$ cat src/sv/tif_pkg.sv
`timescale 1ns / 1ps
// Shared types and constants for the telnet IAC filter and negotiator.
// Depends on nothing; every other file of the block imports it.
package tif_pkg;

  localparam int unsigned ByteW = 8;
  localparam int unsigned RegW  = 64;
  localparam int unsigned MapW  = 256;
  localparam int unsigned IdxW  = 3;

  // Telnet command codes.
  localparam logic [ByteW-1:0] TN_IAC  = 8'd255;
  localparam logic [ByteW-1:0] TN_DONT = 8'd254;
  localparam logic [ByteW-1:0] TN_DO   = 8'd253;
  localparam logic [ByteW-1:0] TN_WONT = 8'd252;
  localparam logic [ByteW-1:0] TN_WILL = 8'd251;
  localparam logic [ByteW-1:0] TN_SB   = 8'd250;
  localparam logic [ByteW-1:0] TN_SE   = 8'd240;

  // Received negotiation verb, stored as command minus WILL.
  localparam logic [1:0] VERB_WILL = 2'd0;
  localparam logic [1:0] VERB_DO   = 2'd2;

  // Result kinds.
  localparam logic KIND_DATA  = 1'b0;
  localparam logic KIND_REPLY = 1'b1;

  // Reset values of the accept maps (options 1 and 3 remote, option 3 local).
  localparam logic [MapW-1:0] REMOTE_RST = 256'd10;
  localparam logic [MapW-1:0] LOCAL_RST  = 256'd8;

  typedef enum logic [4:0] {
    PH_DATA    = 5'b00001,
    PH_IAC     = 5'b00010,
    PH_OPT     = 5'b00100,
    PH_SUB     = 5'b01000,
    PH_SUB_IAC = 5'b10000
  } phase_t;

  // Accept map bits for the option byte currently being parsed.
  typedef struct packed {
    logic remote;
    logic local_ok;
  } hit_t;

  typedef struct packed {
    logic             kind;
    logic [ByteW-1:0] data_byte;
    logic [ByteW-1:0] reply_command;
    logic [ByteW-1:0] reply_option;
  } result_t;

endpackage

$ cat src/sv/tif_cfg.sv
`timescale 1ns / 1ps
// Accept map registers for both negotiation directions and the bit lookup.
// Depends on tif_pkg.
module tif_cfg (
  input  logic                         clk,
  input  logic                         rst_n,
  input  logic                         cfg_we,
  input  logic [tif_pkg::IdxW-1:0]     cfg_index,
  input  logic [tif_pkg::RegW-1:0]     cfg_data,
  input  logic [tif_pkg::ByteW-1:0]    opt_byte,
  output tif_pkg::hit_t                hit
);
  import tif_pkg::*;

  logic [MapW-1:0] remote_map_r, remote_map_nxt;
  logic [MapW-1:0] local_map_r, local_map_nxt;

  always_comb begin
    remote_map_nxt = remote_map_r;
    local_map_nxt  = local_map_r;
    if (cfg_we) begin
      // The top index bit picks the direction, the low bits the 64-bit slice.
      if (cfg_index[IdxW-1]) begin
        local_map_nxt[{cfg_index[IdxW-2:0], 6'd0} +: RegW] = cfg_data;
      end else begin
        remote_map_nxt[{cfg_index[IdxW-2:0], 6'd0} +: RegW] = cfg_data;
      end
    end
  end

  always_ff @(posedge clk) begin
    if (!rst_n) begin
      remote_map_r <= REMOTE_RST;
      local_map_r  <= LOCAL_RST;
    end else begin
      remote_map_r <= remote_map_nxt;
      local_map_r  <= local_map_nxt;
    end
  end

  assign hit.remote   = remote_map_r[opt_byte];
  assign hit.local_ok = local_map_r[opt_byte];

endmodule

$ cat src/sv/tif_parse.sv
`timescale 1ns / 1ps
// Input byte register and the telnet parse state machine that turns one
// byte into at most one result. Depends on tif_pkg.
module tif_parse (
  input  logic                         clk,
  input  logic                         rst_n,
  input  logic                         in_valid,
  output logic                         in_stall,
  input  logic [tif_pkg::ByteW-1:0]    in_rx_byte,
  output logic [tif_pkg::ByteW-1:0]    opt_byte,
  input  tif_pkg::hit_t                hit,
  input  logic                         res_ready,
  output logic                         res_valid,
  output tif_pkg::result_t             res
);
  import tif_pkg::*;

  logic             s1_vld_r, s1_vld_nxt;
  logic [ByteW-1:0] s1_byte_r;
  phase_t           phase_r, phase_nxt;
  logic [1:0]       verb_r, verb_nxt;
  phase_t           phase_new;
  logic [1:0]       verb_new;
  logic             has_res;
  logic             s1_go;
  logic             in_take;
  logic [ByteW-1:0] b;

  assign b        = s1_byte_r;
  assign opt_byte = s1_byte_r;

  always_comb begin
    phase_new         = PH_DATA;
    verb_new          = verb_r;
    has_res           = 1'b0;
    res.kind          = KIND_DATA;
    res.data_byte     = '0;
    res.reply_command = '0;
    res.reply_option  = '0;
    unique case (phase_r)
      PH_IAC: begin
        if (b == TN_IAC) begin
          has_res       = 1'b1;
          res.data_byte = TN_IAC;
        end else if (b >= TN_WILL) begin
          verb_new  = 2'(b - TN_WILL);
          phase_new = PH_OPT;
        end else if (b == TN_SB) begin
          phase_new = PH_SUB;
        end
      end
      PH_OPT: begin
        // WONT and DONT fall through with no reply.
        if (verb_r == VERB_WILL) begin
          has_res           = 1'b1;
          res.kind          = KIND_REPLY;
          res.reply_command = hit.remote ? TN_DO : TN_DONT;
          res.reply_option  = b;
        end else if (verb_r == VERB_DO) begin
          has_res           = 1'b1;
          res.kind          = KIND_REPLY;
          res.reply_command = hit.local_ok ? TN_WILL : TN_WONT;
          res.reply_option  = b;
        end
      end
      PH_SUB: begin
        phase_new = (b == TN_IAC) ? PH_SUB_IAC : PH_SUB;
      end
      PH_SUB_IAC: begin
        phase_new = (b == TN_SE) ? PH_DATA : PH_SUB;
      end
      default: begin
        if (b == TN_IAC) begin
          phase_new = PH_IAC;
        end else begin
          has_res       = 1'b1;
          res.data_byte = b;
        end
      end
    endcase
  end

  // A byte that yields nothing leaves the stage even when the output is full.
  assign s1_go     = s1_vld_r && (res_ready || !has_res);
  assign res_valid = s1_go && has_res;
  assign in_stall  = s1_vld_r && !s1_go;
  assign in_take   = in_valid && !in_stall;

  always_comb begin
    phase_nxt  = s1_go ? phase_new : phase_r;
    verb_nxt   = s1_go ? verb_new : verb_r;
    s1_vld_nxt = in_take || (s1_vld_r && !s1_go);
  end

  always_ff @(posedge clk) begin
    if (!rst_n) begin
      s1_vld_r <= 1'b0;
      phase_r  <= PH_DATA;
      verb_r   <= 2'd0;
    end else begin
      s1_vld_r <= s1_vld_nxt;
      phase_r  <= phase_nxt;
      verb_r   <= verb_nxt;
    end
  end

  always_ff @(posedge clk) begin
    if (in_take) begin
      s1_byte_r <= in_rx_byte;
    end
  end

endmodule

$ cat src/sv/telnet_iac_filter_negotiator.sv
`timescale 1ns / 1ps
// Telnet receive filter: strips IAC sequences and answers WILL/DO requests.
// Depends on tif_pkg, tif_cfg and tif_parse.
//
// Usage:
//   Input channel in_valid / in_stall / in_rx_byte carries one received byte
//   per beat. Output channel out_valid / out_stall carries one result per
//   beat: a user data byte (out_kind 0) or a reply to send as IAC cmd opt
//   (out_kind 1). Bytes that only advance the parser give no output beat.
//   The accept maps are written through cfg_we / cfg_index / cfg_data while
//   no byte is in flight; index 0..3 is the remote map, 4..7 the local map.
// Timing:
//   A byte accepted into the input register is parsed there and its result is
//   loaded into the output register once that register can take it. One byte
//   per cycle is sustained while the output does not stall: the parse state
//   (phase and verb registers) is updated from the current byte in one step.
// Reset (rst_n low, synchronous): parser back to plain data, pipeline empty,
//   accept maps back to options 1 and 3 remote and option 3 local.
// Stall: while out_stall holds a waiting result, one more byte may sit in
//   the input register; in_stall rises only if that byte also has a result.
module telnet_iac_filter_negotiator (
  input  logic                         clk,
  input  logic                         rst_n,
  input  logic                         in_valid,
  output logic                         in_stall,
  input  logic [tif_pkg::ByteW-1:0]    in_rx_byte,
  output logic                         out_valid,
  input  logic                         out_stall,
  output logic                         out_kind,
  output logic [tif_pkg::ByteW-1:0]    out_data_byte,
  output logic [tif_pkg::ByteW-1:0]    out_reply_command,
  output logic [tif_pkg::ByteW-1:0]    out_reply_option,
  input  logic                         cfg_we,
  input  logic [tif_pkg::IdxW-1:0]     cfg_index,
  input  logic [tif_pkg::RegW-1:0]     cfg_data
);
  import tif_pkg::*;

  hit_t             hit;
  logic [ByteW-1:0] opt_byte;
  logic             res_ready;
  logic             res_valid;
  result_t          res;
  logic             out_vld_r, out_vld_nxt;
  result_t          out_res_r;

  tif_cfg u_cfg (
    .clk       (clk),
    .rst_n     (rst_n),
    .cfg_we    (cfg_we),
    .cfg_index (cfg_index),
    .cfg_data  (cfg_data),
    .opt_byte  (opt_byte),
    .hit       (hit)
  );

  tif_parse u_parse (
    .clk        (clk),
    .rst_n      (rst_n),
    .in_valid   (in_valid),
    .in_stall   (in_stall),
    .in_rx_byte (in_rx_byte),
    .opt_byte   (opt_byte),
    .hit        (hit),
    .res_ready  (res_ready),
    .res_valid  (res_valid),
    .res        (res)
  );

  assign res_ready = !out_vld_r || !out_stall;

  always_comb begin
    out_vld_nxt = out_vld_r;
    if (res_valid) begin
      out_vld_nxt = 1'b1;
    end else if (!out_stall) begin
      out_vld_nxt = 1'b0;
    end
  end

  always_ff @(posedge clk) begin
    if (!rst_n) begin
      out_vld_r <= 1'b0;
    end else begin
      out_vld_r <= out_vld_nxt;
    end
  end

  always_ff @(posedge clk) begin
    if (res_valid) begin
      out_res_r <= res;
    end
  end

  assign out_valid         = out_vld_r;
  assign out_kind          = out_res_r.kind;
  assign out_data_byte     = out_res_r.data_byte;
  assign out_reply_command = out_res_r.reply_command;
  assign out_reply_option  = out_res_r.reply_option;

endmodule

$ cat config.mk
export PLATFORM = sky130hd
export DESIGN_NAME = telnet_iac_filter_negotiator
export DESIGN_NICKNAME = d
export VERILOG_FILES = /design/src/sv/tif_pkg.sv /design/src/sv/tif_cfg.sv /design/src/sv/tif_parse.sv /design/src/sv/telnet_iac_filter_negotiator.sv
export SDC_FILE = /design/constraint.sdc
export NUM_CORES = 1
export LEC_CHECK = 0
export BUFFER_PORTS_ARGS = -buffer_cell sky130_fd_sc_hd__buf_2
export CAP_MARGIN = 20
export CORE_MARGIN = 5
export CORE_UTILIZATION = 60
export DETAILED_ROUTE_END_ITERATION = 7
export GPL_TIMING_DRIVEN = 0
export HOLD_SLACK_MARGIN = 0.1
export PLACE_DENSITY = 0.8
export SLEW_MARGIN = 0
export SYNTH_ARGS = -nofsm -noshare
export SYNTH_HDL_FRONTEND = slang
export SYNTH_HIERARCHICAL = 1
export SYNTH_SLANG_ARGS = --single-unit
$ cat constraint.sdc
create_clock -name clk -period 7.85 [get_ports clk]
set_input_delay 0 -clock clk [delete_from_list [all_inputs] [get_ports clk]]
set_output_delay 0 -clock clk [all_outputs]
set_load 0.01 [all_outputs]
==> reports/metrics.yaml <==
grt:
  grt_pass1_wl_um: 145000
  antenna_found_initial: 0
  grt_usage_pct: 40.4
  grt_max_degree: 21
  grt_pass1_vias: 23500
  grt_overflow: 0
floorplanning:
  core_sq_mm: 0.0433
  ioPinCount: 107
  rows: 76
  die_y_um: 220
  dieArea_sq_mm: 0.0482
  start_util_pct: 60.9
  die_w_um: 220
yosys:
  synth_area_sq_mm: 0.0263
  syn_avg_cell_area_sq_um: 8.90
  ys_seq_area_share_pct: 43.3
  synth-edff-count: 33
  synth_area_leaders: "dfxtp_1 40%, a21boi_0 15%, nand3_1 10%"
  synth_top_area_share_pct: 39.6
  synth_nets: 3049
  synth_cell_type_count: 74
  ys.flop_type: "dfxtp_1"
  synth_top_cell_by_area: "dfxtp_1"
  ys_seq_elements: 554
  syn_inst: 2961
  ys.warnings.count: 6
  async_reset_ff_share_pct: 0
placed_design:
  io_buffer_count: 41
  gp_congestion: 1.02
  placedCellCount: 3588
  placed_cell_area_sq_mm: 0.0273
  dp_hpwl_um: 68700
route:
  antenna_left: 0
  routed_wirelength_um: 101000
  drc: 0
  vias: 25000
  first_pass_iters: 6
  via_per_inst: 6.61
  initialDrtViolationCount: 3773
  wl_per_cell_um: 26.6
timing:
  relSlewSlack_pct: 13.1
  hold_viol: 0
  period_share_pct: 53.0
  rsz0062_at_grt: "false"
  tightest_slew_ps: 1300
  max_freq_ghz: 0.241
  maxSlewViolCount: 0
  setup_viol: 0
  tns_ps: 0
  finClkSkew_ps: 20.9
  period_needed_ps: 4160
pwr:
  sw_frac_of_total_pct: 25.5
  pwr-share-clk_pct: 44.5
  power_density_mw_per_mm2: 209
  p_switching_w: 0.00160
  seqPwrFrac_pct: 45.8
  leakagePower_nw: 9.85
  p_comb_share_pct: 9.7
  peakVddDrop_v: 0.000170
  p_int_w: 0.00469
  finalPower_w: 0.00629
hold_path:
  worstHoldStart: "in_rx_byte[1]"
  min_to: "u_parse/opt_byte[1]"
  hold_class: "in -> reg"
  whs_path_depth: 2
worst_setup_path:
  r2r_cells: 8
  r2r_start: "u_parse/opt_byte[2]"
  cp-start-kind: "flip-flop"
  r2r_setup_slack_ps: 3690
  reg2reg_to: "out_reply_command[2]"
  required_ps: 8190
  cp.arrival_ps: 4500
  crit_fanout: 13
  crit_type: "reg -> reg"
  cp-end-kind: "flip-flop"
final_layout:
  fill_cells: 3398
  fin_cells: 3779
  regArea_sq_mm: 0.0114
  drive_gt1_share_pct: 8.89
  area_growth_pct: 14.2
  design_area_sq_mm: 0.0301
  fin_nets: 3234
  multiInputGateArea_sq_mm: 0.0133
clock_network:
  clockBufferDepth: 3
  post_cts_buffers: 0
  cts_buffers: 57
  h-tree-depth: 2
  cts_root_buffer: "clkbuf_16"
  clk_pin_slew_ps: 60
  clk_latency_ps: 640
  cts_tree: "built"
  cts_sinks: 554
job:
  drv_cap: 0
run_status:
  outcome: "complete, no violations"
## cells in the mapped netlist, types with 6 or more instances
cell type and n:
a21boi_0 510, inv_1 11, a31oi_1 6, nor4_1 7, o22ai_1 43, clkbuf_1 257, buf_4 16, dfxtp_1 521
nor2b_1 8, buf_1 35, ha_1 8, nor2_1 23, mux2i_1 121, buf_2 18, nor3_1 21, o211ai_1 7
buf_6 15, nand3_1 526, and2_1 12, o21ai_0 14, edfxtp_1 33, nand2_1 552, mux4_1 7, mux4_2 65
mux2_2 6, a221oi_1 13, a21oi_1 12
## registers in the layout, indices dropped and copies added, names as in the netlist, 2 cells and up
register / count
u_cfg/local_map_r: 256
u_parse/verb_r: 2
u_parse/phase_r: 5
out_reply_command: 8
u_parse/opt_byte: 8
u_cfg/remote_map_r: 256
out_reply_option: 8
out_data_byte: 8
## worst max-delay path: stages, from the launching register on
cell and delay (ps):
edfxtp_1 690, clkbuf_1 640, nand2_1 490, o221ai_1 390
a21oi_1 110, nor3_1 500, nand4b_1 190, nor4b_2 690
a21oi_1 150
## what timing repair did
item,in CTS,in global routing
hold endpoints to repair,537,0
gates resized for setup,0,0
hold buffers,84,0
## cell usage in the layout (no fill, tap or decap), types with 21 or more instances in the layout
cell type	netlist	routed
nor3_1	21	21
buf_1	35	35
edfxtp_1	33	33
dlygate4sd3_1	0	84
nor2_1	23	23
buf_2	18	59
a21boi_0	510	510
clkbuf_16	0	59
clkbuf_1	257	271
mux4_2	65	65
o22ai_1	43	43
nand3_1	526	526
dfxtp_1	521	521
nand2_1	552	552
mux2i_1	121	121
## kinds of logic after synthesis
| kind of cell | count (synthesis) | share of synthesized area (%) |
|---|---|---|
| AO/OA/AOI/OAI | 654 | 18.6 |
| XOR/XNOR | 2 | 0.0665 |
| adder cells (fa/ha/maj) | 8 | 0.380 |
| buffers and inverters | 360 | 6.18 |
| flip-flops | 554 | 43.3 |
| multiplexers | 199 | 11.1 |
| AND/OR/NAND/NOR | 1184 | 20.3 |
## metrics by stage
stage | hold WS, ps | util [%] | setup WS [ps]
final | 142 | 69.5 | 3690
after detailed placement | 179 | 63.1 | 3840
after CTS | 111 | 69.5 | 3800
after global routing | 143 | 69.5 | 3590
after global placement | 176 | 63.1 | 3870
after floorplan | 88.9 | - | 4830
## layer usage
metal	vias to the layer above	GRT usage, %	wire length, um
li1	10800	-	-
met1	11800	50.7	35800
met2	1845	61.8	43600
met3	474	9.56	12800
met4	0	27.9	8370
met5	-	0	0
## final cells by class
cell class / instances / share of cell area, %
Timing Repair Buffer: 126 / 3.53
Clock inverter: 14 / 0.516
Antenna cell: 1 / 0.00832
Tap cell: 585 / 2.43
Buffer: 347 / 5.25
Clock buffer: 92 / 5.92
Multi-Input combinational cell: 2047 / 44.2
Sequential cell: 554 / 38.0
Inverter: 13 / 0.162
## power groups by stage
stage	Clock (W)	Sequential, W	Combinational, W
after floorplan	0	0.00294	0.000322
after global placement	0	0.00294	0.000536
after detailed placement	0	0.00294	0.000546
after CTS	0.00280	0.00288	0.000581
after global routing	0.00293	0.00288	0.000619
final	0.00280	0.00288	0.000611
## how the worst max path moves through the flow
stage	from	to	slack, ps	cells after the start
2_1_floorplan	u_parse/opt_byte[0]	out_data_byte[0]	4830	7
3_3_place_gp	u_parse/opt_byte[3]	out_reply_command[0]	3870	11
3_5_place_dp	u_parse/opt_byte[3]	out_reply_command[0]	3840	11
4_1_cts	u_parse/opt_byte[2]	out_reply_command[1]	3800	9
5_1_grt	u_parse/opt_byte[2]	out_reply_command[1]	3590	9
6_report	u_parse/opt_byte[2]	out_reply_command[2]	3690	8
Power figures use the tool's default switching activity.
